`src/design/avt_pkg.sv`:
```
`default_nettype none

package avt_pkg;

  // Field widths
  localparam int POS_W   = 16;                 // Q12.4 position
  localparam int DIFF_W  = POS_W + 1;          // exact difference
  localparam int SPEED_W = 16;                 // Q0.16 speed
  localparam int VEL_W   = 17;                 // signed Q0.16 velocity

  // CORDIC datapath: |d| * 2^14 grows by up to K * sqrt(2), rotation by K
  localparam int FRAC_SHIFT = 14;
  localparam int CW         = 34;

  // 1/K in Q0.32 for the rotation start vector
  localparam int GAIN_W = 32;
  localparam logic [GAIN_W-1:0] INV_GAIN = 32'h9B74EDA8;
  localparam int PROD_W = SPEED_W + GAIN_W;

  // Rounding of the final components
  localparam int RND_SHIFT = 16;
  localparam int RND_W     = CW + 1;

  // Bus widths
  localparam int IN_DATA_W  = 4 * POS_W;
  localparam int OUT_DATA_W = ((2 * VEL_W + 7) / 8) * 8;

  typedef struct packed {
    logic dx_neg;
    logic dy_neg;
    logic dx_zero;
    logic dy_zero;
  } flags_t;

  typedef struct packed {
    logic signed [CW-1:0] ax;
    logic signed [CW-1:0] ay;
    logic signed [CW-1:0] rx;
    logic signed [CW-1:0] ry;
    flags_t               flags;
    logic [SPEED_W-1:0]   speed;
  } cordic_t;

endpackage

`default_nettype wire

```
`src/design/avt_front.sv`:
```
`default_nettype none

// Entry stage: differences, magnitudes, case flags and the 1/K scaled speed.
module avt_front (
  input  wire logic                              clk,
  input  wire logic                              rst,
  input  wire logic                              in_valid,
  output logic                                   in_ready,
  input  wire logic signed [avt_pkg::POS_W-1:0]  source_x,
  input  wire logic signed [avt_pkg::POS_W-1:0]  source_y,
  input  wire logic signed [avt_pkg::POS_W-1:0]  target_x,
  input  wire logic signed [avt_pkg::POS_W-1:0]  target_y,
  input  wire logic [avt_pkg::SPEED_W-1:0]       speed,
  output logic                                   out_valid,
  input  wire logic                              out_ready,
  output avt_pkg::cordic_t                       out_data
);
  import avt_pkg::*;

  logic signed [DIFF_W-1:0] dx;
  logic signed [DIFF_W-1:0] dy;
  logic [DIFF_W-1:0]        mag_x;
  logic [DIFF_W-1:0]        mag_y;
  logic [PROD_W-1:0]        prod;
  cordic_t                  data_next;

  // Exact differences and magnitudes
  always_comb begin
    dx    = DIFF_W'(target_x) - DIFF_W'(source_x);
    dy    = DIFF_W'(target_y) - DIFF_W'(source_y);
    mag_x = dx[DIFF_W-1] ? DIFF_W'(-dx) : DIFF_W'(dx);
    mag_y = dy[DIFF_W-1] ? DIFF_W'(-dy) : DIFF_W'(dy);
    prod  = PROD_W'(speed) * PROD_W'(INV_GAIN);

    data_next.ax            = CW'({mag_x, {FRAC_SHIFT{1'b0}}});
    data_next.ay            = CW'({mag_y, {FRAC_SHIFT{1'b0}}});
    data_next.rx            = CW'(prod[PROD_W-1:RND_SHIFT]);
    data_next.ry            = '0;
    data_next.flags.dx_neg  = dx[DIFF_W-1];
    data_next.flags.dy_neg  = dy[DIFF_W-1];
    data_next.flags.dx_zero = (dx == '0);
    data_next.flags.dy_zero = (dy == '0);
    data_next.speed         = speed;
  end

  assign in_ready = !out_valid || out_ready;

  always_ff @(posedge clk) begin
    if (rst) begin
      out_valid <= 1'b0;
    end else if (in_ready) begin
      out_valid <= in_valid;
    end
    if (in_valid && in_ready) begin
      out_data <= data_next;
    end
  end

endmodule

`default_nettype wire

```
`config.mk`:
```
export PLATFORM = sky130hd
export DESIGN_NAME = avt_front
export DESIGN_NICKNAME = d
export VERILOG_FILES = /design/src/design/avt_pkg.sv /design/src/design/avt_front.sv
export SDC_FILE = /design/constraint.sdc
export NUM_CORES = 1
export LEC_CHECK = 0
export CORE_UTILIZATION = 61
export DETAILED_ROUTE_END_ITERATION = 10
export DONT_BUFFER_PORTS = 1
export GPL_TIMING_DRIVEN = 0
export PLACE_DENSITY = 0.88
export RECOVER_POWER = 100
export SKIP_LAST_GASP = 1
export SYNTH_ARGS = -nofsm -noshare
export SYNTH_HDL_FRONTEND = slang
export SYNTH_SLANG_ARGS = --single-unit
```
`constraint.sdc`:
```
create_clock -name clk -period 6.8 [get_ports clk]
set_clock_uncertainty 0.05 [all_clocks]
set_input_delay 1.7 -clock clk [delete_from_list [all_inputs] [get_ports clk]]
set_output_delay 1.7 -clock clk [all_outputs]
set_load 0.005 [all_outputs]
```
# Yosys cells after proc, flatten, opt, wreduce, memory -nomap -nowiden
# Index checks and enable logic that the tools add are counted.
word_totals:
  ff_bits: 87
  latch_bits: 0
  ram_bits: 0
  rom_bits: 0
  word_cells: 23
  mem_count: 0
classes:
  addsub: 4
  n_mul: 1
  div: 0
  n_lt_le_gt_ge: 0
  n_eq_ne: 0
  shifts: 0
  n_mux: 2
  n_bitwise: 0
  n_reduce_logical: 5
ops:
  columns: ["cell", "n"]
  rows:
  - ["multiplier 16 x 29 -> 45 bit, second input constant", 1]
  - ["zero test 17 bit", 2]
  - ["negation 17 bit", 2]
  - ["subtractor 16 x 16 -> 17 bit", 2]
  - ["2-to-1 mux 16 bit", 2]
  - ["logical AND 1 bit", 1]
  - ["zero test 1 bit", 1]
  - ["logical OR 1 bit", 1]

# Logic depth before layout (Yosys ltp)
# Gate-level depths: netlist of the first run.
logic_depth:
  depth_word: 3
  ltp_mapped: 21

# Least setup slack after synthesis of the first run
# Ideal clock, no wire load.
synth_timing:
  kind: "input port to flip-flop"
  start: "input port speed[1] in the netlist's numbering"
  end: "register out_data[84] in the netlist's numbering, data pin"
  arrival_ps: 7097
  required_ps: 6560
  slack_ps: -537
  stages: 19
  cell_sequence: "fa_1 -> fa_1 -> inv_1 -> fa_1 -> inv_1 -> fa_1 -> inv_1 -> fa_1 -> fa_1 -> inv_1 -> ha_1 -> nor3_1 -> a211o_1 -> or4b_4 -> o2111ai_2 -> nand3_2 -> o21ai_4 -> nand2b_2 -> a2111oi_2"
synth_lines:
  columns: ["element", "line_no", "rtl"]
  rows:
  - ["start: declaration", "avt_front.sv:13", "input wire logic [avt_pkg::SPEED_W-1:0] speed,"]
  - ["end signal: assignment", "avt_front.sv:55", "out_data <= data_next;"]
  - ["end: declaration", "avt_front.sv:16", "output avt_pkg::cordic_t out_data"]

==> qor.csv, run 1 <==
stage,metric,value,unit
critical_path,crit path DAT,7220,ps
floorplanning,die area,0.02279,mm^2
synth,"Seq/Total Area, Yosys",19.23,%
synth,synthesized area,0.01354,mm^2
drt,wl on met1,12.57,mm
finish,Reg area,0.002603,mm^2
timing,# setup viols final,13,
finish,nets,1924,
drt,wire per inst,19.55,um
grt,first-pass GRT wire length,53.48,mm
synth,post-synth top area cell,fa_1,
synth,Synth Area in Adders,43.90,%
critical_path,worst path bufs/invs,4,
critical_path,crit path to,out_data[84],
status,status,"complete, but fails checks",
synth,Seq cells post-synth,87,
critical_path,CP startpoint kind,input port,
synth,Unique masters post-synth,76,
timing,part of the cycle the worst path needs,104.4,%
drt,WL met2,17.17,mm
finish,"most common cell after layout, fill and taps aside",inv_1,
timing,Fin. Hold Viols,0,
grt,vias in the first global route,10510,
grt,initial antenna violation count,0,
synth,simple-gate share of the synthesized area,7.616,%
synth,Synth area leaders,"fa_1 26%, edfxtp_1 19%, ha_1 18%, inv_1 8.8%, buf_4 4.0%",
finish,most frequent cells in the layout,"303 x inv_1, 167 x ha_1, 163 x fa_1",
synth,Yosys top cell area share,25.88,%
floorplanning,FP Rows,54,
critical_path,Worst path max stage delay,580,ps
drt,via-per-instance ratio,5.667,
critical_path,FF-to-FF Start,out_valid,
critical_path,top cell family by delay on the critical path,adder cells,
critical_path,Critical Path End Type,register,
critical_path,critical-path cell list,"fa_1, inv_2, fa_2, fa_1, inv_1, fa_1, fa_1, inv_2, fa_1, inv_2, ha_4, nand4_1, nor2_2, or4b_4, o2111ai_4, nand3_4, o21ai_4, nand2b_4, a2111oi_4",
cts,CTS HTree Levels,3,
synth,number of flops mapped to enable cells by yosys,86,
synth,post-synthesis compound-gate area fraction,10.36,%
finish,fill cell count,1512,
floorplanning,core box area,0.02182,mm^2
drt,"wirelength, routed",34.32,mm
cts,worst-skew pair later-pin latency,350,ps
critical_path,kind of critical path,in2reg,
critical_path,r2r worst-path depth,3,
floorplanning,die height,151.0,um
cts,clock buffer depth,2,
timing,final worst slack,-302.3,ps
finish,area grow syn2layout,13.15,%
synth,mux cell area share after synthesis,0.2218,%
timing,f_max,140.8,MHz
floorplanning,Die X-Extent,151.0,um
critical_path,Reg2Reg Setup Slack,1900,ps
floorplanning,IO Pins,242,
critical_path,CP Max Fanout,8,
drt,drt first-iter violations,608,
finish,share of post-route cells with drive strength above 1,15.86,%
finish,area occupied by multi-input gates,0.009926,mm^2
cts,Clock Sinks,87,
critical_path,CP max stage cell,fa_1,
drt,post-route ant nets,0,
cts,clk slew on worst S/H paths,70,ps
drt,top sig layer,met4,
placed_design,final RePlAce weighted congestion,1.001,
drt,DRC,0,
timing,worst-margin pin slew,2995,ps
synth,Syn Inst Count,1347,
drt,met3 WL,2.916,mm
min_path,hold crit path type,reg2reg,
cts,CTS root buffer,clkbuf_16,
cts,CTS tree,yes,
critical_path,Levels on crit path,19,
drt,DR pass1 iterations,5,
placed_design,Port Buffers,0,
status,violated checks,"capacitance limit, slew limit, setup timing",
drt,detailed-route via count,9945,
timing,RSZ-0062 raised after global routing,yes,
grt,pin count of the biggest net entering global routing,47,
critical_path,Crit. Startpoint,speed[9],
synth,post-synthesis xor/xnor area fraction,5.564,%
critical_path,Worst Path Required,6920,ps
synth,largest family of logic cells by synthesized area,adder cells,
timing,max-slew violation count,89,
cts,# hold bufs at CTS,0,
timing,setup TNS,-1967,ps
synth,Syn Area/Cell,10.05,um^2
synth,Ys Warns,0,
finish,Antenna Cells,0,
timing,Worst slew margin,-99.65,%
critical_path,worst reg2reg endpoint,out_data[10],
floorplanning,initial core utilization,62.03,%
timing,fin crit period,7102,ps
finish,Final Util,70.19,%
placed_design,HPWL after DPL,26.36,mm
synth,main flop type after synthesis,edfxtp_1,
critical_path,Crit path top cell by count,fa_1,
cts,Num CTS Buffers,9,
grt,total global routing overflow,0,
flow_run,maxcap violations,2,
grt,GRT Overall Usage,31.33,%
synth,"FFs w/ async S/R, synth",0,%
-- final cells by class --
| class | count | share of cell area (%) |
|---|---|---|
| Buffer | 80 | 3.790 |
| Clock buffer | 10 | 1.495 |
| Clock inverter | 6 | 0.7025 |
| Inverter | 318 | 7.817 |
| Multi-Input combinational cell | 931 | 64.80 |
| Sequential cell | 87 | 16.99 |
| Tap cell | 280 | 2.287 |
| Timing Repair Buffer | 43 | 2.116 |
-- flip-flops by register name, indices dropped and copies added (netlist names) --
signal / cells
out_valid: 1
out_data: 86
-- metrics by stage --
stage	hold WS (ps)	instances	area (um^2)	worst slack, ps
finish	520.4	1755	15320	-302.3
global route	542.2	1755	15320	-435.3
CTS	529.4	1745	15190	-244.9
detailed placement	520.5	1697	14300	-1172
global placement	501.3	1696	14270	-1093
floorplan	472.5	1416	13920	-270.1
-- routing by layer --
layer,global-route usage (%),up-vias
li1,-,4521
met1,35.59,4825
met2,53.72,478
met3,8.524,121
met4,16.45,0
met5,0,-
-- cell usage after synthesis (all sizes together), types with 8 or more instances --
cell type and number:
buf 77, a21oi 47, a21o 29, xor2 31, nor2b 12, nor2 51
edfxtp 86, nand2 38, ha 195, nand2b 10, a31oi 9, fa 175
nor3 23, nand3 19, o21ai 39, xnor2 55, o21bai 8, inv 318
a211oi 9
-- cell families after synthesis --
logic type	count (synthesis)
DFF	87
xor gates and xnor gates	86
other	1
and+or+nand+nor	199
muxes	3
buffers and inverters	398
AOI/OAI and AO/OA	203
adders and majority gates	370
-- timing repair --
| action | in CTS | in global routing |
|---|---|---|
| pin swaps | 44 | 26 |
| setup buffers | 33 | 13 |
| setup endpoints to repair | 24 | 20 |
| resized for setup | 63 | 24 |
-- how the worst min path moves through the flow --
stage / start / to / slack, ps / cells after the start
finish: out_valid / out_valid / 520 / 2
global route: out_valid / out_valid / 540 / 2
CTS: out_valid / out_valid / 530 / 2
detailed placement: out_valid / out_valid / 520 / 2
global placement: out_valid / out_valid / 500 / 2
floorplan: out_valid / out_valid / 470 / 2
-- worst reg2reg max path, cell delays in order, from the launching register on --
cell and delay (ps):
dfxtp_1 330, nand2b_1 120, and2_0 2180, clkbuf_1 1760
Power of run 1 is left out: the tool's default activity adds up to more than one toggle a clock period on the data nets, which glitch-free logic cannot reach.
==> inputs of run 2 (changes only) <==
--- a/config.mk
+++ b/config.mk
@@ -5,12 +5,12 @@
 export SDC_FILE = /design/constraint.sdc
 export NUM_CORES = 1
 export LEC_CHECK = 0
-export CORE_UTILIZATION = 61
+export CELL_PAD_IN_SITES_DETAIL_PLACEMENT = 1
+export CELL_PAD_IN_SITES_GLOBAL_PLACEMENT = 1
+export CORE_UTILIZATION = 47
 export DETAILED_ROUTE_END_ITERATION = 10
 export DONT_BUFFER_PORTS = 1
-export GPL_TIMING_DRIVEN = 0
 export PLACE_DENSITY = 0.88
-export RECOVER_POWER = 100
 export SKIP_LAST_GASP = 1
 export SYNTH_ARGS = -nofsm -noshare
 export SYNTH_HDL_FRONTEND = slang
==> run 2 against run 1 <==
  * The flow finishes with violations (setup timing)
  * Count of clock-buffer cells in the layout is 1 lower
  * Final area is 2.6% higher
  * First-iteration DRC count shrank 29%
  * Non-clock buffer count up 30
  * Worst setup slack improved by 28 ps
  * Flip-flop and latch count is the same
  * Die area up 29%
  * Wire length is 18% higher
  * Via count is 1.1% higher
  * Cell count is 7.3% higher
  * Register-to-register slack better by 2700 ps
  * Global-route usage fell by 2.7 points
  * Critical path type unchanged
  * Critical endpoint is now out_data[82]
  * Largest cell class unchanged
==> qor.csv, run 2 (synthesis results as in run 1) <==
stage,metric,value,unit
critical_path,critical-path cell list,"fa_1, fa_1, inv_2, fa_1, inv_2, fa_2, inv_2, fa_2, fa_1, inv_2, ha_4, nor3_1, a211o_1, or4b_4, o2111ai_4, nand3_4, o21ai_4, a2111o_1, nand3_2",
drt,wire per inst,21.54,um
timing,final worst slack,-274.0,ps
drt,post-route ant nets,0,
finish,Non-Filler Instances,1883,
finish,post-route cell area,0.01572,mm^2
timing,max-slew violation count,0,
finish,Top reg by flops,out_data,
drt,detailed-route via count,10060,
grt,first-pass GRT wire length,62.40,mm
timing,f_max,141.4,MHz
floorplanning,initial core utilization,48.20,%
cts,worst-skew pair later-pin latency,370,ps
cts,CTS tree,yes,
grt,initial antenna violation count,0,
cts,CTS HTree Levels,3,
floorplanning,FP Rows,61,
finish,area grow syn2layout,16.14,%
floorplanning,IO Pins,242,
drt,via-per-instance ratio,5.341,
drt,DR pass1 iterations,4,
min_path,hold crit path type,reg2reg,
critical_path,Worst path max stage delay,580,ps
finish,most frequent cells in the layout,"300 x inv_1, 172 x ha_1, 157 x fa_1",
timing,Fin. Hold Viols,0,
critical_path,CP Max Fanout,7,
timing,worst-margin pin slew,760.3,ps
cts,clock buffer depth,2,
finish,fill cell count,3166,
flow_run,maxcap violations,0,
floorplanning,die area,0.02948,mm^2
timing,RSZ-0062 raised after global routing,yes,
cts,Num CTS Buffers,9,
cts,clk slew on worst S/H paths,70,ps
critical_path,crit path DAT,7130,ps
critical_path,CP max stage cell,or4b_4,
timing,fin crit period,7074,ps
timing,# setup viols final,12,
grt,pin count of the biggest net entering global routing,47,
placed_design,dpl cells,1854,
timing,Worst slew margin,48.51,%
critical_path,Critical Path End Type,register,
timing,part of the cycle the worst path needs,104.0,%
drt,drt first-iter violations,433,
finish,Final Util,55.97,%
cts,# hold bufs at CTS,0,
finish,Antenna Cells,0,
floorplanning,core box area,0.02809,mm^2
placed_design,final RePlAce weighted congestion,0.9862,
finish,biggest regs,"out_data x86, out_valid x1",
status,status,"complete, but fails checks",
finish,"most common cell after layout, fill and taps aside",inv_1,
placed_design,HPWL after DPL,33.48,mm
drt,DRC,0,
critical_path,kind of critical path,in2reg,
floorplanning,die height,171.7,um
placed_design,dpl ws,-727.6,ps
grt,GRT Overall Usage,28.60,%
finish,share of post-route cells with drive strength above 1,19.00,%
floorplanning,Die X-Extent,171.7,um
placed_design,Area after DPL,0.01487,mm^2
grt,vias in the first global route,11400,
cts,CTS root buffer,clkbuf_16,
critical_path,CP startpoint kind,input port,
status,violated checks,setup timing,
cts,Clock Sinks,87,
finish,Largest register FFs,86,
drt,"wirelength, routed",40.57,mm
grt,total global routing overflow,0,
finish,nets,1954,
critical_path,Worst Path Required,6860,ps
placed_design,Port Buffers,0,
==> run 2: cell types whose count changed in the layout (fill, tap and decap cells not counted), sizes merged <==
| cell | previous run | this run |
|---|---|---|
| buf | 115 | 153 |
| clkbuf | 18 | 9 |
| clkinvlp | 1 | 2 |
| bufinv | 3 | 2 |
| inv | 318 | 319 |
==> run 2: per-layer routing <==
metal	up-vias	share of wire (%)	wire (um)	global-route usage, %
li1	4572	-	-	-
met1	5088	39	15790	32.85
met2	332	52	21060	51.22
met3	65	6.2	2522	6.995
met4	0	2.9	1190	10.36
met5	-	0	0	0
==> run 2: worst paths after layout <==
kind                   from       endpoint  slack (ps)  cells after the start
hold reg to reg   out_valid      out_valid         620                      2
setup reg to reg  out_valid  out_data[145]        4580                      3
hold / removal    out_valid      out_valid         620                      2
setup / recovery   speed[3]   out_data[82]        -270                     19
==> run 2: metrics by stage <==
step                      hold slack [ps]  setup TNS, ps
after floorplan                     472.5          -1849
after global placement              598.9          -9819
after detailed placement            629.6         -13050
after CTS                           639.1          -1395
after global routing                652.0          -3690
final                               617.2          -1774
==> run 2: area by class of cell <==
type | instances | area, um^2 | share of cell area [%]
tap | 378 | 473.0 | 3.008
sequential | 87 | 2603 | 16.55
clock buffer | 9 | 225.2 | 1.433
timing repair buffer | 153 | 1171 | 7.449
clock inverter | 7 | 95.09 | 0.6049
multi-input combinational | 931 | 9957 | 63.33
inverter | 318 | 1197 | 7.616
==> run 2: timing repair <==
item                                    4_1_cts  5_1_grt
resized for setup                            50       46
endpoints found under the hold margin         0        0
setup buffers                                 8        6
pin swaps                                    23       56
endpoints found under the setup margin       21       23
==> run 2: critical path, delay by kind of cell <==
| kind | cells | cell delay, ps |
|---|---|---|
| AND/OR/NAND/NOR | 4 | 830 |
| adder cells (fa/ha/maj) | 7 | 3310 |
| buffers and inverters | 4 | 190 |
| AO/OA/AOI/OAI | 4 | 1100 |
Power of run 2 is left out for the same reason.
