[src/design/avt_pkg.sv]
`default_nettype none

package avt_pkg;

  // Field widths
  localparam int POS_W   = 16;                 // Q12.4 position
  localparam int DIFF_W  = POS_W + 1;          // exact difference
  localparam int SPEED_W = 16;                 // Q0.16 speed
  localparam int VEL_W   = 17;                 // signed Q0.16 velocity

  // CORDIC datapath: |d| * 2^14 grows by up to K * sqrt(2), rotation by K
  localparam int FRAC_SHIFT = 14;
  localparam int CW         = 34;

  // 1/K in Q0.32 for the rotation start vector
  localparam int GAIN_W = 32;
  localparam logic [GAIN_W-1:0] INV_GAIN = 32'h9B74EDA8;
  localparam int PROD_W = SPEED_W + GAIN_W;

  // Rounding of the final components
  localparam int RND_SHIFT = 16;
  localparam int RND_W     = CW + 1;

  // Bus widths
  localparam int IN_DATA_W  = 4 * POS_W;
  localparam int OUT_DATA_W = ((2 * VEL_W + 7) / 8) * 8;

  typedef struct packed {
    logic dx_neg;
    logic dy_neg;
    logic dx_zero;
    logic dy_zero;
  } flags_t;

  typedef struct packed {
    logic signed [CW-1:0] ax;
    logic signed [CW-1:0] ay;
    logic signed [CW-1:0] rx;
    logic signed [CW-1:0] ry;
    flags_t               flags;
    logic [SPEED_W-1:0]   speed;
  } cordic_t;

endpackage

`default_nettype wire

[src/design/avt_back.sv]
`default_nettype none

// Output stage: round, clamp, apply signs and special cases; holds the result word.
module avt_back (
  input  wire logic                              clk,
  input  wire logic                              rst,
  input  wire logic                              in_valid,
  output logic                                   in_ready,
  input  wire avt_pkg::cordic_t                  in_data,
  output logic                                   out_valid,
  input  wire logic                              out_ready,
  output logic signed [avt_pkg::VEL_W-1:0]       velocity_x,
  output logic signed [avt_pkg::VEL_W-1:0]       velocity_y
);
  import avt_pkg::*;

  localparam int MAG_W = VEL_W - 1;
  localparam int R_W   = RND_W - RND_SHIFT;

  logic signed [RND_W-1:0] sum_x;
  logic signed [RND_W-1:0] sum_y;
  logic signed [R_W-1:0]   r_x;
  logic signed [R_W-1:0]   r_y;
  logic [MAG_W-1:0]        mag_x;
  logic [MAG_W-1:0]        mag_y;
  logic signed [VEL_W-1:0] vx_next;
  logic signed [VEL_W-1:0] vy_next;
  logic signed [VEL_W-1:0] sp;

  // Round half up, clamp to 0..max, then sign
  always_comb begin
    sum_x = RND_W'(in_data.rx) + RND_W'(1 << (RND_SHIFT - 1));
    sum_y = RND_W'(in_data.ry) + RND_W'(1 << (RND_SHIFT - 1));
    r_x   = R_W'(sum_x >>> RND_SHIFT);
    r_y   = R_W'(sum_y >>> RND_SHIFT);

    if (r_x[R_W-1])                     mag_x = '0;
    else if (r_x[R_W-2:MAG_W] != '0)    mag_x = '1;
    else                                mag_x = r_x[MAG_W-1:0];
    if (r_y[R_W-1])                     mag_y = '0;
    else if (r_y[R_W-2:MAG_W] != '0)    mag_y = '1;
    else                                mag_y = r_y[MAG_W-1:0];

    sp = VEL_W'(in_data.speed);
    if (in_data.flags.dx_zero && in_data.flags.dy_zero) begin
      vx_next = sp;
      vy_next = '0;
    end else if (in_data.flags.dx_zero) begin
      vx_next = '0;
      vy_next = in_data.flags.dy_neg ? -sp : sp;
    end else begin
      vx_next = in_data.flags.dx_neg ? -VEL_W'(mag_x) : VEL_W'(mag_x);
      vy_next = in_data.flags.dy_neg ? -VEL_W'(mag_y) : VEL_W'(mag_y);
    end
  end

  assign in_ready = !out_valid || out_ready;

  always_ff @(posedge clk) begin
    if (rst) begin
      out_valid <= 1'b0;
    end else if (in_ready) begin
      out_valid <= in_valid;
    end
    if (in_valid && in_ready) begin
      velocity_x <= vx_next;
      velocity_y <= vy_next;
    end
  end

endmodule

`default_nettype wire

[config.mk]
export PLATFORM = sky130hd
export DESIGN_NAME = avt_back
export DESIGN_NICKNAME = d
export VERILOG_FILES = /design/src/design/avt_pkg.sv /design/src/design/avt_back.sv
export SDC_FILE = /design/constraint.sdc
export NUM_CORES = 1
export LEC_CHECK = 0
export BUFFER_PORTS_ARGS = -buffer_cell sky130_fd_sc_hd__clkbuf_2
export CORE_AREA = 2 2 95 97
export CTS_BUF_LIST = sky130_fd_sc_hd__clkbuf_4
export DETAILED_ROUTE_END_ITERATION = 10
export DIE_AREA = 0 0 97 99
export GPL_ROUTABILITY_DRIVEN = 0
export GPL_TIMING_DRIVEN = 0
export PLACE_DENSITY = 0.82
export SYNTH_ARGS = -nofsm -noshare
export SYNTH_HDL_FRONTEND = slang
export SYNTH_SLANG_ARGS = --single-unit
[constraint.sdc]
create_clock -name clk -period 4.46 [get_ports clk]
set_clock_uncertainty 0.2 [all_clocks]
set_input_delay 0.892 -clock clk [delete_from_list [all_inputs] [get_ports clk]]
set_output_delay 0.892 -clock clk [all_outputs]
set_load 0.01 [all_outputs]
Word level (Yosys, flattened, before mapping)
Index checks and enable logic that the tools add are counted.

Register bits: 35. Output and inout bits: 36.

Reductions and logical operators: 7. Muxes and demuxes: 10. Add/subtract/negate cells: 5. Bitwise operators: 1.

Operators by type and width (count): 16-bit two-way mux (7); 34-bit by 17-bit adder with 35-bit output (second input constant) (2); 17-bit two-way mux (3); 16-bit negator with 17-bit output (3); 2-bit nonzero test (2); 3-bit OR reduction (1); 1-bit logical AND (2); 1-bit zero test (1); 1-bit logical OR (1); 1-bit NOT (1).

Longest topological paths before layout
Gate-level depths: netlist of the first run.

Depth after elaboration: 8. Mapped depth: 12. Mapped depth without buffers: 12.

Worst setup path before layout of the first run
No wires, ideal clock.

Path kind: input port to flip-flop. From: in in_data[35] (netlist bit). To: reg velocity_y[10] (netlist bit) (data pin). Library setup time: 0.266 ns. Arrival time: 3.253 ns. Path slack: 0.741 ns. Cell stages on the path: 12. Buffers on the path: 0. Path through: ha_1 > nand3_2 > nor2_2 > xnor2_1 > o22a_1 > o21ai_0 > ha_1 > o2111ai_1 > or3b_4 > nor2_4 > nor3_1 > or3b_1.

Word-level cells in the longest chain between the ends: 7.

Ends and longest elaborated chain: from (decl) (RTL line avt_back.sv:9) `input wire avt_pkg::cordic_t in_data,`; 34-bit by 17-bit adder with 35-bit output * (RTL line avt_back.sv:33) `sum_y = RND_W'(in_data.ry) + RND_W'(1 << (RND_SHIFT - 1));`; 2-bit nonzero test (RTL line avt_back.sv:41) `else if (r_y[R_W-2:MAG_W] != '0) mag_y = '1;`; 16-bit two-way mux (RTL line avt_back.sv:41); 16-bit two-way mux * (RTL line avt_back.sv:40) `if (r_y[R_W-1]) mag_y = '0;`; 16-bit negator with 17-bit output (RTL line avt_back.sv:53) `vy_next = in_data.flags.dy_neg ? -VEL_W'(mag_y) : VEL_W'(mag_y);`; 17-bit two-way mux * (RTL line avt_back.sv:53); 17-bit two-way mux * (RTL line avt_back.sv:48) `end else if (in_data.flags.dx_zero) begin`; to (signal assigned) (RTL line avt_back.sv:67) `velocity_y <= vy_next;`; to (decl) (RTL line avt_back.sv:13) `output logic signed [avt_pkg::VEL_W-1:0] velocity_y`.

Every way passes the cells marked *; elsewhere a longest branch is shown, timed or not. A chain may end at the register's enable or synchronous reset.

Worst setup path in the final report of the first run
From: in in_data[70] (netlist bit). To: reg velocity_x[6] (netlist bit) (data pin).

Word-level cells in the longest chain between the ends: 8.

Ends and longest elaborated chain: 34-bit by 17-bit adder with 35-bit output * (RTL line avt_back.sv:32) `sum_x = RND_W'(in_data.rx) + RND_W'(1 << (RND_SHIFT - 1));`; 2-bit nonzero test (RTL line avt_back.sv:38) `else if (r_x[R_W-2:MAG_W] != '0) mag_x = '1;`; 16-bit two-way mux (RTL line avt_back.sv:38); 16-bit two-way mux * (RTL line avt_back.sv:37) `if (r_x[R_W-1]) mag_x = '0;`; 16-bit negator with 17-bit output (RTL line avt_back.sv:52) `vx_next = in_data.flags.dx_neg ? -VEL_W'(mag_x) : VEL_W'(mag_x);`; 16-bit two-way mux * (RTL line avt_back.sv:52); 16-bit two-way mux * (RTL line avt_back.sv:48); 16-bit two-way mux * (RTL line avt_back.sv:45) `if (in_data.flags.dx_zero && in_data.flags.dy_zero) begin`; via vx_next[6] (RTL line avt_back.sv:26) `logic signed [VEL_W-1:0] vx_next;`; to (signal assigned) (RTL line avt_back.sv:66) `velocity_x <= vx_next;`; to (decl) (RTL line avt_back.sv:12) `output logic signed [avt_pkg::VEL_W-1:0] velocity_x,`.

The timed path passes the listed nets; every way through them passes the cells marked *.

==> results_dict.tcl, run 1 <==
set metrics [dict create \
    grt_overflow 0 \
    critPathKind "input pin to register" \
    hpwl_um 9190 \
    fp.dieH_um 99 \
    drt-initial-drc-count 387 \
    rsz0062_at_grt "no" \
    synth_simple_gate_area_share_pct 31.7 \
    p_leak_nw 1.78 \
    first_global_vias 3983 \
    ys_top_cells_by_area "edfxtp_1 25%, xnor2_1 7.3%, nand2_1 5.8%" \
    finalHoldViolations 0 \
    synthArstFlopShare_pct 0 \
    fp.dieW_um 97 \
    drcViolationCount 0 \
    via_count 4390 \
    synth-xor-area-share_pct 12.5 \
    drt_first_pass_iters 6 \
    grt_max_degree 35 \
    yosysMostFrequentCell "nand2_1" \
    worstPathArrival_ns 3.93 \
    drv_cap 0 \
    clkTransAtPathRegs_ns 0.10 \
    cts_sinks 35 \
    tightest_slew_ns 0.808 \
    initial_utilization_pct 47.6 \
    grt_pass1_wl_um 18800 \
    synth-compound-area-share_pct 24.1 \
    setup_ws_ns 0.403 \
    synth_common_cells "63 x nand2_1, 34 x edfxtp_1, 34 x xnor2_1, 32 x nor2_1, 25 x o21ai_0" \
    slew_headroom_pct 46.1 \
    antenna_found_initial 0 \
    cpPeakStageDelay_ns 0.37 \
    end_kind "register" \
    yosys.area_share.adder_pct 1.54 \
    syn_area_um2 4070 \
    fin_total_pwr_mw 0.927 \
    start_kind "input pin" \
    outcome "completed" \
    cts_buffer_depth 2 \
    peakVddDrop_mv 0.0996 \
    path_delay_family "compound AO/OA/AOI/OAI gates" \
    ys_seq_area_share_pct 25.6 \
    min_period_ns 4.06 \
    die_area_um2 9600 \
    htree_levels 2 \
    synth_enable_flop_cells 34 \
    cts_buffers 5 \
    grt_usage_pct 23.4 \
    root_buffer "clkbuf_4" \
    io_pins 196 \
    worstPathCellList "clkbuf_2 > ha_1 > nand4_1 > nor3_2 > xor2_1 > o22a_1 > o21ai_0 > ha_1 > inv_1 > a31oi_2 > a21boi_1 > xnor2_1 > o21ai_1" \
    path_buf_inv 2 \
    finalCritPeriodShare_pct 91.0 \
    area_growth_pct 16.2 \
    ys_warn_count 0 \
    final_max_slew_viol_count 0 \
    synth_top_cell_by_area "edfxtp_1" \
    insertion_delay_ns 0.33 \
    synth.area.mux_share_pct 1.26 \
    std_cell_rows 34 \
    synthFlopType "edfxtp_1" \
    required_ns 4.33 \
    wl_um 11600 \
    core-area_um2 8550 \
    portBuffers 93 \
    path_common_cell "ha_1" \
    wl_per_cell_um 16.4 \
    synth_fp_nets 663 \
    avgSynthCellArea_um2 8.18 \
    synth_seq_cells 35 \
    path_max_fanout 7 \
    antennaDiodeCount 0 \
    fmax_mhz 246 \
    drive_above_1_share_pct 23.9 \
    post_cts_buffers 0 \
    post_cts_resized 0 \
    slowest_stage "nor3_2" \
    cts_tree "built" \
    synth_cell_types 85 \
    synth_top_area_share_pct 25.1 \
    synth_top_family_by_area "simple AND/OR/NAND/NOR gates" \
    fin_util_pct 55.3 \
    fin_nets 763 \
    p_per_area_nw_per_um2 196 \
    hold_buffers 0 \
    tns_ns 0 \
    synthCells 498 \
    hp-class "register to register" \
    setup_viol_count_final 0 \
    ant_nets 0 \
    vias_per_cell 6.21 \
    place_ws_ns 0.181 \
]
routing by layer:
layer	up-vias	GRT usage, %	part of all wire (%)
li1	2105	-	-
met1	2050	32.4	45
met2	215	38.1	46
met3	20	3.69	7.2
met4	0	6.61	1.3
met5	-	0	0
tightest hold or removal path, stage by stage, from the launching register on:
cell,delay [ns]
dfxtp_1,0.32
nand2b_1,0.10
a21oi_1,0.07
final cells by class:
cell class,count,area (um^2)
multi-input cells,433,2900
clock buffers,7,52.6
clock inverters,1,5.00
well taps,108,135
repair buffers,93,465
inverters,10,37.5
flip-flops and latches,35,1040
plain buffers,20,96.3
fillers,783,3820
registers in the layout, indices dropped and copies added, names as in the netlist:
signal      cells
velocity_y     17
velocity_x     17
out_valid       1
worst paths after layout:
path,start,to,slack (ns),cells past startpoint
hold / removal,out_valid$_SDFFE_PP0N_,out_valid$_SDFFE_PP0N_,0.32,2
setup reg to reg,out_valid$_SDFFE_PP0N_,velocity_y[0]$_SDFFCE_PP0P_,2.79,2
hold reg to reg,out_valid$_SDFFE_PP0N_,out_valid$_SDFFE_PP0N_,0.32,2
setup / recovery,in_data[70],velocity_x[6]$_DFFE_PP_,0.40,13
where the power goes:
group / switching, mW / total, mW / leakage, nW / internal [mW]
logic: 0.217 / 0.346 / 1.40 / 0.129
clock network: 0.102 / 0.176 / 0.0361 / 0.0736
registers: 0.00823 / 0.405 / 0.346 / 0.397
total: 0.327 / 0.927 / 1.78 / 0.600
kinds of logic after synthesis:
group,Yosys count
mux,5
simple gates,222
flops,35
xor+xnor,58
fa+ha+maj,5
buf+inv,30
compound gates,143
metrics by stage:
stage	cell area [um^2]	hold WS, ns	instances
after global placement	4670	0.290	699
after CTS	4730	0.326	707
after floorplan	4070	0.393	498
after detailed placement	4670	0.312	699
after global routing	4730	0.356	707
final	4730	0.323	707
cells in the final DEF (no fill, tap or decap), types with 5 or more instances in the layout:
cell type / instances
nor2_1: 32
clkbuf_2: 93
a22o_1: 5
nand2b_1: 6
xnor2_1: 34
ha_1: 5
nand4_1: 9
and2_1: 8
clkbuf_1: 15
o31ai_1: 8
inv_1: 9
and3_1: 11
nor3_1: 15
a31oi_1: 6
o21ai_1: 12
clkbuf_4: 7
nor4_1: 9
o22ai_1: 11
xor2_1: 24
nand3_1: 22
o21ai_0: 25
nand3_2: 5
a21oi_1: 24
nand2_1: 63
edfxtp_1: 34
or3_1: 6
No activity file was read; power rests on OpenSTA's default activity.
==> inputs of run 2 (changes only) <==
CELL_PAD_IN_SITES_DETAIL_PLACEMENT = 1   (was unset)
CELL_PAD_IN_SITES_GLOBAL_PLACEMENT = 2   (was unset)
CORE_AREA = 2 2 129 131   (was 2 2 95 97)
DIE_AREA = 0 0 131 133   (was 0 0 97 99)
PLACE_DENSITY = unset   (was 0.82)
PLACE_DENSITY_LB_ADDON = 0.1   (was unset)
SETUP_SLACK_MARGIN = 0.4   (was unset)
==> results_dict.tcl, run 2 (synthesized netlist as in run 1, its figures left out) <==
set metrics [dict create \
    outcome "completed" \
    cts_tree "built" \
    wl_um 15400 \
    hp-class "register to register" \
    p_leak_nw 1.82 \
    tightest_slew_ns 0.844 \
    drv_cap 0 \
    hpwl_um 12900 \
    slowest_stage "nor4_4" \
    peakVddDrop_mv 0.0839 \
    fin_util_pct 30.7 \
    setup_ws_ns 0.611 \
    grt_pass1_wl_um 24200 \
    core-area_um2 16200 \
    worstPathCellList "clkbuf_2 > nand3_2 > nor4_4 > nand3_2 > o22a_1 > o21ai_1 > ha_1 > inv_1 > a31oi_2 > a21boi_1 > xnor2_1 > o21ai_1" \
    grt_overflow 0 \
    slew_headroom_pct 43.8 \
    place_ws_ns -0.147 \
    insertion_delay_ns 0.36 \
    via_count 4323 \
    fp.dieW_um 131 \
    min_period_ns 3.85 \
    p_per_area_nw_per_um2 204 \
    portBuffers 93 \
    ant_nets 0 \
    reg.largest.list "velocity_x: 17 flops, velocity_y: 17 flops, out_valid: 1 flops" \
    drt-initial-drc-count 257 \
    drive_above_1_share_pct 25.0 \
    drt_first_pass_iters 4 \
    critPathKind "input pin to register" \
    fp.dieH_um 133 \
    io_pins 196 \
    start_kind "input pin" \
    finalHoldViolations 0 \
    drcViolationCount 0 \
    required_ns 4.36 \
    tns_ns 0 \
    vias_per_cell 5.24 \
    std_cell_rows 47 \
    fmax_mhz 260 \
    root_buffer "clkbuf_4" \
    grt_max_degree 35 \
    multi_input_area_um2 2930 \
    whs_ns 0.334 \
    cts_buffer_depth 2 \
    final_max_slew_viol_count 0 \
    cts_buffers 5 \
    cts_sinks 35 \
    wl_per_cell_um 18.7 \
    clkTransAtPathRegs_ns 0.12 \
    final_cell_mix "93 x clkbuf_2, 63 x nand2_1, 34 x xnor2_1, 34 x edfxtp_1, 31 x nor2_1" \
    cpPeakStageDelay_ns 0.42 \
    worstPathArrival_ns 3.75 \
    first_global_vias 4330 \
    layout_commonest_cell "clkbuf_2" \
    fin_nets 768 \
    area_growth_pct 21.9 \
    antenna_found_initial 1 \
    ff_latch_area_um2 1040 \
    grt_usage_pct 17.8 \
    initial_utilization_pct 25.2 \
    setup_viol_count_final 0 \
    htree_levels 2 \
    rsz0062_at_grt "no" \
    end_kind "register" \
    fillers 1985 \
    die_area_um2 17400 \
    finalCritPeriodShare_pct 86.3 \
    path_max_fanout 7 \
]
[run 2: cell count changes in the layout (fill, tap and decap cells not counted), sizes merged]
cell,before,now
buf,5,10
clkbuf,115,113
bufinv,0,1
clkinv,1,2
diode,0,1
[run 2: cell type report]
type	instances	share of cell area (%)
diodes	1	0.0504
plain buffers	20	1.94
clock buffers	5	0.756
clock inverters	3	0.882
inverters	10	0.756
multi-input cells	433	59.0
flip-flops and latches	35	21.0
well taps	220	5.55
repair buffers	98	10.1
[run 2: final timing paths]
path / from / endpoint / slack, ns / cells past startpoint
worst max-delay path: in_data[75] / velocity_x[6]$_DFFE_PP_ / 0.61 / 12
worst min-delay path: out_valid$_SDFFE_PP0N_ / out_valid$_SDFFE_PP0N_ / 0.33 / 2
worst max register to register: out_valid$_SDFFE_PP0N_ / velocity_x[3]$_DFFE_PP_ / 2.72 / 2
worst min register to register: out_valid$_SDFFE_PP0N_ / out_valid$_SDFFE_PP0N_ / 0.33 / 2
[run 2: routing by layer]
metal | GRT usage [%] | vias up | share of wire, %
li1 | - | 2115 | -
met1 | 24.9 | 2106 | 47
met2 | 29.7 | 86 | 49
met3 | 1.62 | 16 | 2.9
met4 | 4.08 | 0 | 1.5
met5 | 0 | - | 0
[run 2: power breakdown]
group | total [mW] | switching, mW | internal, mW
Combinational | 0.363 | 0.232 | 0.130
Sequential | 0.405 | 0.00801 | 0.397
Clock | 0.246 | 0.128 | 0.118
[run 2: worst max-delay path, delay by kind of cell]
kind | cells | cell delay (ns)
AO/OA/AOI/OAI | 5 | 1.05
AND/OR/NAND/NOR | 3 | 0.82
adder cells (fa/ha/maj) | 1 | 0.35
XOR/XNOR | 1 | 0.32
buffers and inverters | 2 | 0.30
[run 2: repair_timing]
item | in CTS | in global routing
buffers inserted | 0 | 5
endpoints found under the setup margin | 1 | 4
resized for setup | 2 | 7
hold buffers | 0 | 0
pin swaps | 0 | 2
[run 2: stage by stage]
step / power (mW) / area (um^2) / cells
final: 1.01 / 4960 / 825
after global routing: 1.08 / 4960 / 825
after CTS: 1.03 / 4900 / 819
after detailed placement: 0.777 / 4810 / 811
after global placement: 0.773 / 4810 / 811
after floorplan: 0.622 / 4070 / 498
