--- src/design/avt_pkg.sv ---
`default_nettype none

package avt_pkg;

  // Field widths
  localparam int POS_W   = 16;                 // Q12.4 position
  localparam int DIFF_W  = POS_W + 1;          // exact difference
  localparam int SPEED_W = 16;                 // Q0.16 speed
  localparam int VEL_W   = 17;                 // signed Q0.16 velocity

  // CORDIC datapath: |d| * 2^14 grows by up to K * sqrt(2), rotation by K
  localparam int FRAC_SHIFT = 14;
  localparam int CW         = 34;

  // 1/K in Q0.32 for the rotation start vector
  localparam int GAIN_W = 32;
  localparam logic [GAIN_W-1:0] INV_GAIN = 32'h9B74EDA8;
  localparam int PROD_W = SPEED_W + GAIN_W;

  // Rounding of the final components
  localparam int RND_SHIFT = 16;
  localparam int RND_W     = CW + 1;

  // Bus widths
  localparam int IN_DATA_W  = 4 * POS_W;
  localparam int OUT_DATA_W = ((2 * VEL_W + 7) / 8) * 8;

  typedef struct packed {
    logic dx_neg;
    logic dy_neg;
    logic dx_zero;
    logic dy_zero;
  } flags_t;

  typedef struct packed {
    logic signed [CW-1:0] ax;
    logic signed [CW-1:0] ay;
    logic signed [CW-1:0] rx;
    logic signed [CW-1:0] ry;
    flags_t               flags;
    logic [SPEED_W-1:0]   speed;
  } cordic_t;

endpackage

`default_nettype wire

--- src/design/avt_cordic_stage.sv ---
`default_nettype none

// One CORDIC iteration: vectoring on (ax, ay) steers rotation of (rx, ry).
module avt_cordic_stage #(
  parameter int SHIFT = 0
) (
  input  wire logic            clk,
  input  wire logic            rst,
  input  wire logic            in_valid,
  output logic                 in_ready,
  input  wire avt_pkg::cordic_t in_data,
  output logic                 out_valid,
  input  wire logic            out_ready,
  output avt_pkg::cordic_t     out_data
);
  import avt_pkg::*;

  logic signed [CW-1:0] sax;
  logic signed [CW-1:0] say;
  logic signed [CW-1:0] srx;
  logic signed [CW-1:0] sry;
  cordic_t              data_next;

  // Rotate down while ay is zero or above, up otherwise
  always_comb begin
    sax       = in_data.ax >>> SHIFT;
    say       = in_data.ay >>> SHIFT;
    srx       = in_data.rx >>> SHIFT;
    sry       = in_data.ry >>> SHIFT;
    data_next = in_data;
    if (!in_data.ay[CW-1]) begin
      data_next.ax = in_data.ax + say;
      data_next.ay = in_data.ay - sax;
      data_next.rx = in_data.rx - sry;
      data_next.ry = in_data.ry + srx;
    end else begin
      data_next.ax = in_data.ax - say;
      data_next.ay = in_data.ay + sax;
      data_next.rx = in_data.rx + sry;
      data_next.ry = in_data.ry - srx;
    end
  end

  assign in_ready = !out_valid || out_ready;

  always_ff @(posedge clk) begin
    if (rst) begin
      out_valid <= 1'b0;
    end else if (in_ready) begin
      out_valid <= in_valid;
    end
    if (in_valid && in_ready) begin
      out_data <= data_next;
    end
  end

endmodule

`default_nettype wire

--- config.mk ---
export PLATFORM = sky130hd
export DESIGN_NAME = avt_cordic_stage
export DESIGN_NICKNAME = d
export VERILOG_FILES = /design/src/design/avt_pkg.sv /design/src/design/avt_cordic_stage.sv
export SDC_FILE = /design/constraint.sdc
export NUM_CORES = 1
export LEC_CHECK = 0
export BUFFER_PORTS_ARGS = -buffer_cell sky130_fd_sc_hd__buf_2
export CAP_MARGIN = 25
export CORE_ASPECT_RATIO = 0.9
export CORE_MARGIN = 1.5
export CORE_UTILIZATION = 29
export DETAILED_ROUTE_END_ITERATION = 6
export GPL_ROUTABILITY_DRIVEN = 0
export PLACE_DENSITY = 0.54
export SLEW_MARGIN = 5
export SYNTH_ARGS = -nofsm -noshare
export SYNTH_HDL_FRONTEND = slang
export SYNTH_SLANG_ARGS = --single-unit
--- constraint.sdc ---
create_clock -name clk -period 10.1 [get_ports clk]
set_input_delay 1.01 -clock clk [delete_from_list [all_inputs] [get_ports clk]]
set_output_delay 1.01 -clock clk [all_outputs]
set_load 0.02 [all_outputs]
* After elaboration in Yosys (flattened, before gate mapping)
Index checks and enable logic that the tools add are counted.
** Word-level totals
- Bits in registers :: 157
- Bits in latches :: 0
- Bits in writable memories :: 0
- Memory bits (read-only) :: 0
- Input port bits :: 160
- Output and inout port bits :: 158
- Word-level logic and storage cells :: 20
- Memories :: 0
** Operators by class
- Add/sub/neg operators :: 6
- Multipliers :: 0
- Div/mod/pow operators :: 0
- Order comparisons :: 0
- Equality and inequality tests :: 0
- Shift operators :: 0
- Muxes and demuxes :: 1
- Bitwise gates (word level) :: 0
- Reduce and logical (&&, ||, !) cells :: 3
** Operators with widths (count)
- 136-bit 2-to-1 mux :: 1
- 34-bit subtractor :: 4
- 34-bit adder :: 2
- 1-bit logical AND :: 1
- 1-bit logical NOT :: 1
- 1-bit logical OR :: 1

* Logic depth before layout (Yosys ltp)
Gate-level depths: netlist (run 1).
- Word-level depth :: 3
- Gate-level depth with buffers :: 13
- Mapped depth without buffers :: 12

* Least setup slack after synthesis (run 1)
No wires, ideal clock.
- Path kind :: input to register
- Start point :: input out_ready
- End point :: register out_data[0] (netlist bit), enable pin
- Setup time :: 0.532 ns
- Arrival :: 4.835 ns
- Required time :: 9.568 ns
- Path slack :: 4.734 ns
- Stages on the path :: 2
- Buffers on the path :: 0
- Path through :: nand2b_1 and2_1
** Between the ends
- Word-level cells in the longest chain between the ends :: 2
** Ends and longest elaborated chain
- start, declared :: RTL line avt_cordic_stage.sv:13 : input wire logic out_ready,
- 1-bit logical OR :: RTL line avt_cordic_stage.sv:44 : assign in_ready = !out_valid || out_ready;
- 1-bit logical AND :: RTL line avt_cordic_stage.sv:52 : if (in_valid && in_ready) begin
- end signal, assigned :: RTL line avt_cordic_stage.sv:53 : out_data <= data_next;
- end, declared :: RTL line avt_cordic_stage.sv:14 : output avt_pkg::cordic_t out_data
No other way between the ends.
A chain may end at the register's enable or synchronous reset.

==> results.yml, run 1 <==
outcome:
  outcome: "finished, final reports clean"
layout:
  fillerInstances: 5726
  syn2layout_area_growth_pct: 17.5
  multiInputGateArea_mm2: 0.0104
  drive_above_1_share: 0.175
  final_nets: 2552
  ff_latch_area_mm2: 0.00464
floorplanning:
  start_util: 0.295
  fp.dieH_um: 227
  rows: 81
  io_pins: 318
  die_area_mm2: 0.0572
  die_w_um: 252
  core-area_mm2: 0.0547
synthesis:
  synthDistinctLibCells: 81
  seq_area_frac_synth: 0.287
  synth_top_cell_area_share: 0.286
  yosysMostFrequentCell: "a21oi_1"
  avgSynthCellArea_um2: 8.35
  synth-seq-cells: 155
  synth_edf_count: 154
  yosysWarnings: 0
  synth.top_cells.by_count: "a21oi_1, ha_1, inv_1"
  synth_area_leader_cell: "edfxtp_1"
  synthArstFlopShare: 0
  netlist_instances: 1937
  netlist_area_mm2: 0.0162
  ys.flop_type: "edfxtp_1"
  synth.net_count: 2302
  synth.area.top_cells: "edfxtp_1, ha_1, a21oi_1, xnor2_1, inv_1"
hold_path:
  hp-start: "out_valid$_SDFFE_PP0N_"
  hold_class: "reg2reg"
  holdPathStages: 2
sta:
  hold_viol: 0
  whs_ns: 0.537
  fin_tns_setup_ns: 0
  fmax_mhz: 262
  min_period_over_period: 0.378
  relSlewSlack: 0.297
  rsz0062_at_grt: "no"
  setup_viol: 0
  fin_worst_skew_ns: 0.0104
  tightestPinTransition_ns: 1.05
  period_needed_ns: 3.82
  slew_violations: 0
drt:
  drt-wirelength-per-cell_um: 19.3
  drt_pass1_iterations: 6
  drc_errors: 0
  dr_total_vias: 15500
  first_iter_violations: 1503
  ant_nets: 0
  drt-total-wl_um: 56000
  via_per_inst: 5.34
worst_setup_path:
  worstReg2RegStart: "out_valid$_SDFFE_PP0N_"
  cp-end-kind: "flip-flop"
  critPathRequiredTime_ns: 10.33
  r2r_cells: 4
  path_max_fanout: 5
  crit_path_start_kind: "primary input"
  path_class: "in2reg"
  critPathLaunch: "in_data[89]"
  cp.arrival_ns: 4.05
grt:
  antenna_found_initial: 16
  grt_max_degree: 96
  first_global_vias: 15000
  overflow: 0
  grt.total_usage: 0.192
  grt_pass1_wl_um: 84700
cts:
  cts_buffers: 17
  clockBufferDepth: 2
  cts_tree: "done"
  cts_sinks: 155
  clk_pin_slew_worst_paths_ns: 0.07
  cts_hold_buffers: 0
  cts.htree.levels: 4
  clock_latency_ns: 0.49
  postCtsSetupBuffers: 0
  post_cts_resized: 0
  clock-root-buffer: "clkbuf_16"
power_and_ir_drop:
  p_leak_nw: 8.36
  irDropWorstVdd_uv: 135
  power_density_mw_per_mm2: 138
  power.total_mw: 2.63
placed_design:
  dpl.hpwl_um: 44200
  portBuffers: 317
job:
  maxCapViolCount: 0
-- cells by family (layout without fill, tap and decap cells) --
group	after synthesis	in the layout	synth area share
and+or+nand+nor	480	480	0.142
muxes	33	33	0.0206
adders and majority gates	205	205	0.161
other	0	4	0
DFF	155	155	0.287
AOI/OAI and AO/OA	637	637	0.248
xor gates and xnor gates	129	129	0.0699
buffers and inverters	298	561	0.0706
-- cells in the final DEF, fill, tap and decap left out, types with 29 or more instances in the layout --
cell      netlist  routed
a21o_1         30      30
a21oi_1       227     227
buf_2          12     316
edfxtp_1      154     154
ha_1          199     199
inv_1         196     196
mux2i_1        31      31
nand2_1        85      85
nand3_1        30      30
nor2_1        180     180
nor3_1         47      47
o21ai_0       105     105
o21ai_1        29      29
o21bai_1       39      39
xnor2_1       112     112
-- worst paths after layout --
path | to | slack (ns)
worst max register to register | out_data[23]$_DFFE_PP_ | 7.13
worst min register to register | out_valid$_SDFFE_PP0N_ | 0.54
worst max-delay path | out_data[119]$_DFFE_PP_ | 6.28
worst min-delay path | out_valid$_SDFFE_PP0N_ | 0.54
-- sequential cells by signal, indices dropped and copies added (netlist names) --
register   count
out_valid      1
out_data     154
-- final cells by class --
cell class                 count  area share
timing repair buffer         323      0.0871
clock buffer                  18      0.0231
clock inverter                14      0.0109
sequential                   155       0.245
antenna                        4    0.000527
inverter                     206      0.0407
multi-input combinational   1484       0.547
tap                          705      0.0464
-- stage by stage --
stage	instance area [µm²]	utilization	setup slack, ns	instances
3_5_place_dp	18300	0.335	5.81	2872
4_1_cts	19000	0.346	6.36	2904
5_1_grt	19000	0.347	6.11	2907
3_3_place_gp	18300	0.335	5.76	2872
2_1_floorplan	16200	-	4.73	1937
6_report	19000	0.347	6.28	2909
-- report_power, final --
part	leakage, nW	total [mW]	switching [mW]	internal [mW]
sequential	1.50	0.860	0.0309	0.829
clock	0.310	0.741	0.317	0.425
combinational	6.55	1.03	0.669	0.358
-- per-layer routing --
metal	part of all wire	vias up	track usage
li1	-	7426	-
met1	0.43	7277	0.248
met2	0.46	711	0.309
met3	0.076	115	0.0438
met4	0.033	8	0.0809
met5	0.00082	-	0
-- critical path: stages --
cell and delay [ns]:
buf_2 0.16, inv_1 0.10, ha_1 0.34, nor2b_1 0.16
o31a_1 0.30, o21ai_1 0.33, o211ai_1 0.24, a211oi_2 0.35
o21ai_1 0.19, a2111oi_0 0.55, a211oi_1 0.12, xor2_1 0.20
Note: power is estimated with default switching activity, not from simulation.
==> run 2, diff against run 1 <==
==> constraint.sdc (replaced) <==
create_clock -name clk -period 3.89 [get_ports clk]
set_input_delay 0.389 -clock clk [delete_from_list [all_inputs] [get_ports clk]]
set_output_delay 0.389 -clock clk [all_outputs]
set_load 0.02 [all_outputs]
==> results.yml, run 2 (synthesized netlist as in run 1, its figures left out) <==
power_and_ir_drop:
  irDropWorstVdd_uv: 373
  power_frac_seq: 0.333
  p_leak_nw: 8.47
  combPwrFrac: 0.407
  power.total_mw: 6.69
  clkPwrFrac: 0.260
  p_sw_mw: 2.68
  swShare: 0.400
  p_int_mw: 4.02
  power_density_mw_per_mm2: 350
cts:
  clock-root-buffer: "clkbuf_16"
  cts_buffers: 17
  clock_latency_ns: 0.50
  post_cts_resized: 0
  cts_tree: "done"
  clockBufferDepth: 2
  postCtsSetupBuffers: 0
  cts.htree.levels: 4
  cts_sinks: 155
  clk_pin_slew_worst_paths_ns: 0.08
drt:
  drc_errors: 0
  drt-total-wl_um: 57000
  dr_total_vias: 15700
  ant_nets: 0
  via_per_inst: 5.35
  drt-wirelength-per-cell_um: 19.4
  drt_pass1_iterations: 6
  first_iter_violations: 1552
sta:
  relSlewSlack: 0.438
  period_needed_ns: 3.09
  fin_tns_setup_ns: 0
  slew_violations: 0
  hold_viol: 0
  tightestPinTransition_ns: 0.843
  min_period_over_period: 0.795
  rsz0062_at_grt: "no"
  fmax_mhz: 323
  fin_worst_skew_ns: 0.00994
  setup_viol: 0
layout:
  largest_register_ffs: 154
  final_cell_mix: "buf_2, a21oi_1, ha_1"
  final_nets: 2578
  fillerInstances: 5747
  final_common_cell: "buf_2"
  ff_latch_area_mm2: 0.00464
  multiInputGateArea_mm2: 0.0104
  syn2layout_area_growth_pct: 18.4
  final_util: 0.350
  reg_top3: "out_data x154, out_valid x1"
  drive_above_1_share: 0.184
  top_register: "out_data"
floorplanning:
  start_util: 0.295
  io_pins: 318
  die_w_um: 252
  fp.dieH_um: 227
  die_area_mm2: 0.0572
  rows: 81
  core-area_mm2: 0.0547
grt:
  grt.total_usage: 0.195
  first_global_vias: 15100
  overflow: 0
  antenna_found_initial: 11
  grt_max_degree: 94
  grt_pass1_wl_um: 86000
worst_setup_path:
  critPathRequiredTime_ns: 4.14
  path_class: "in2reg"
  path_max_fanout: 11
  crit_path_start_kind: "primary input"
  cp-end-kind: "flip-flop"
  cp.arrival_ns: 3.34
job:
  maxCapViolCount: 0
placed_design:
  dpl.hpwl_um: 45100
  portBuffers: 317
hold_path:
  hold_class: "in2reg"
outcome:
  outcome: "finished, final reports clean"
run 2: changes by cell type in the layout (fill, tap and decap cells not counted), moves of 2 or more:
cell       previous run  this run
buf_12                0         3
buf_4                 6        29
bufinv_16             4         1
clkinv_2              0         2
diode_2               4         1
inv_8                 1         3
run 2: final timing paths:
kind	cells after the start	slack, ns	from	endpoint
worst min-delay path	1	0.07	in_data[18]	out_data[18]$_DFFE_PP_
worst max register to register	3	1.98	out_valid$_SDFFE_PP0N_	out_data[27]$_DFFE_PP_
worst min register to register	2	0.53	out_valid$_SDFFE_PP0N_	out_valid$_SDFFE_PP0N_
worst max-delay path	12	0.80	in_data[95]	out_data[154]$_DFFE_PP_
run 2: through the flow:
step / hold slack, ns / cells / setup WS [ns] / instance area (µm²)
after floorplan: 0.458 / 1937 / 0.854 / 16200
after global placement: 0.491 / 2898 / 0.384 / 18500
after detailed placement: 0.522 / 2898 / 0.268 / 18500
after CTS: 0.00984 / 2931 / 0.834 / 19100
after global routing: 0.0222 / 2931 / 0.592 / 19100
final: 0.0651 / 2932 / 0.796 / 19100
run 2: what timing repair did:
item	in CTS	in global routing
hold endpoints to repair	1	0
hold buffers	1	0
setup endpoints to repair	0	0
run 2: cell type report:
cell class | instances | area share
Antenna cell | 1 | 0.000131
Clock buffer | 17 | 0.0222
Clock inverter | 15 | 0.00830
Inverter | 206 | 0.0404
Multi-Input combinational cell | 1484 | 0.542
Sequential cell | 155 | 0.243
Tap cell | 705 | 0.0461
Timing Repair Buffer | 349 | 0.0977
run 2: power groups by stage:
| stage | Clock (mW) | Combinational, mW | Sequential [mW] |
|---|---|---|---|
| floorplan | 0 | 1.51 | 2.52 |
| global route | 1.87 | 2.95 | 2.25 |
| CTS | 1.82 | 2.70 | 2.24 |
| finish | 1.74 | 2.72 | 2.23 |
| global placement | 0 | 2.67 | 2.27 |
| detailed placement | 0 | 2.69 | 2.27 |
run 2: worst max-delay path, cell delays in order:
cell,delay (ns)
buf_2,0.10
inv_1,0.04
ha_1,0.50
nor2b_1,0.11
or4_1,0.41
o21ai_1,0.26
a22o_1,0.30
o21a_1,0.25
o21ai_1,0.14
a221oi_2,0.48
a31oi_1,0.19
xnor2_1,0.16
run 2: layer usage:
layer / part of all wire / up-vias / GRT usage / wire length, µm
met2: 0.48 / 655 / 0.329 / 27100
met3: 0.076 / 87 / 0.0453 / 4330
met1: 0.43 / 7451 / 0.250 / 24500
met4: 0.018 / 10 / 0.0537 / 1040
met5: 0.0011 / - / 0 / 64
li1: - / 7482 / - / -
==> run 3, diff against run 2 <==
==> constraint.sdc (replaced) <==
create_clock -name clk -period 2.91 [get_ports clk]
set_input_delay 0.291 -clock clk [delete_from_list [all_inputs] [get_ports clk]]
set_output_delay 0.291 -clock clk [all_outputs]
set_load 0.02 [all_outputs]
==> results.yml, run 3 (synthesized netlist as in run 1, its figures left out) <==
outcome:
  outcome: "finished, final reports clean"
power_and_ir_drop:
  p_leak_nw: 10.0
  irDropWorstVdd_uv: 480
  power_density_mw_per_mm2: 437
sta:
  hold_viol: 0
  slew_violations: 0
  min_period_over_period: 0.979
  rsz0062_at_grt: "no"
  period_needed_ns: 2.85
  fin_worst_skew_ns: 0.0114
  fmax_mhz: 351
  whs_ns: 0.114
  tightestPinTransition_ns: 0.789
  setup_viol: 0
  relSlewSlack: 0.466
floorplanning:
  die_w_um: 252
  core-area_mm2: 0.0547
  rows: 81
  start_util: 0.295
  die_area_mm2: 0.0572
  io_pins: 318
  fp.dieH_um: 227
worst_setup_path:
  path_max_fanout: 5
  path_buf_inv: 3
  path_class: "in2reg"
  cpMaxStageDelayCell: "o211ai_1"
  cp.arrival_ns: 3.09
  critPathTopFamily: "compound AO/OA/AOI/OAI gates"
  cpPeakStageDelay_ns: 0.46
  crit_path_cell_trace: "buf_2 > buf_4 > ha_1 > fa_1 > nand2b_1 > a21oi_1 > buf_4 > o31ai_2 > o31a_1 > o211ai_1 > nand2_1 > nor2_1 > o32ai_1 > xnor2_1"
  critPathLaunch: "in_data[88]"
  cp-end-kind: "flip-flop"
  crit_path_start_kind: "primary input"
  crit_top_cell: "buf_4"
  critPathRequiredTime_ns: 3.16
  worstReg2RegStart: "out_valid$_SDFFE_PP0N_"
hold_path:
  hp-start: "in_data[155]"
  hold_class: "in2reg"
grt:
  antenna_found_initial: 12
  grt_max_degree: 96
  grt_pass1_wl_um: 90300
  busiest_layer: "met2"
  grt.total_usage: 0.205
  use_met3: 0.0412
  grtUsageMet2: 0.340
  first_global_vias: 16500
  use_met1: 0.263
  overflow: 0
layout:
  final_nets: 2896
  largest_register_ffs: 154
  final_common_cell: "buf_4"
  fillerInstances: 5552
  top_register: "out_data"
  final_cell_mix: "buf_4, buf_2, a21oi_1"
  syn2layout_area_growth_pct: 33.9
  ff_latch_area_mm2: 0.00464
  drive_above_1_share: 0.279
  multiInputGateArea_mm2: 0.0104
  fin_area_mm2: 0.0216
  final_util: 0.395
  reg_top3: "out_data x154, out_valid x1"
cts:
  cts.htree.levels: 4
  cts_buffers: 17
  cts_tree: "done"
  cts_sinks: 155
  clock_latency_ns: 0.50
  clk_pin_slew_worst_paths_ns: 0.07
  clock-root-buffer: "clkbuf_16"
  clockBufferDepth: 2
drt:
  drt-wirelength-per-cell_um: 18.2
  via_per_inst: 5.17
  first_iter_violations: 1627
  drc_errors: 0
  drt_pass1_iterations: 7
  ant_nets: 0
  drt-total-wl_um: 59200
  dr_total_vias: 16800
job:
  maxCapViolCount: 0
placed_design:
  dpl.hpwl_um: 48400
  placed_cell_area_mm2: 0.0208
  portBuffers: 317
## run 3: changes by cell type in the layout (fill, tap and decap cells not counted), sizes merged
cell	previous run	this run
diode	1	5
buf	348	645
clkinv	11	10
clkbuf	17	21
dlygate4sd3	1	22
inv	208	204
clkinvlp	1	2
## run 3: metal layers
layer | vias to the layer above | routed length [µm] | part of all wire
met2 | 719 | 27600 | 0.47
met3 | 121 | 4570 | 0.077
met1 | 7856 | 25200 | 0.43
met4 | 8 | 1760 | 0.030
li1 | 8106 | - | -
met5 | - | 55 | 0.00093
## run 3: worst paths after layout
check,endpoint,slack (ns),cells past startpoint
max,out_data[152]$_DFFE_PP_,0.06,14
min,out_data[155]$_DFFE_PP_,0.11,2
max reg2reg,out_data[91]$_DFFE_PP_,1.22,3
min reg2reg,out_data[3]$_DFFE_PP_,0.99,2
## run 3: where the power goes
group	total (mW)	switching, mW	internal (mW)
Sequential	2.99	0.114	2.88
Combinational	4.18	2.45	1.72
Clock	2.30	1.07	1.23
## run 3: stage by stage
stage	total power [mW]	setup slack (ns)	std cells	setup TNS [ns]
detailed placement	7.14	-0.464	3195	-14.76
CTS	9.54	0.0873	3249	0
global route	10.0	0.000214	3251	0
global placement	7.11	-0.437	3195	-13.55
floorplan	5.39	0.158	1937	0
finish	9.46	0.0625	3254	0
## run 3: layout make-up
type	count	area share
Multi-Input combinational cell	1484	0.482
Sequential cell	155	0.215
Timing Repair Buffer	667	0.200
Tap cell	705	0.0408
Inverter	206	0.0357
Clock buffer	21	0.0213
Clock inverter	11	0.00515
Antenna cell	5	0.000578
## run 3: what timing repair did
action,CTS,global route
setup buffers,0,0
endpoints found under the setup margin,0,17
hold buffers,22,0
resized for setup,0,6
endpoints found under the hold margin,21,0
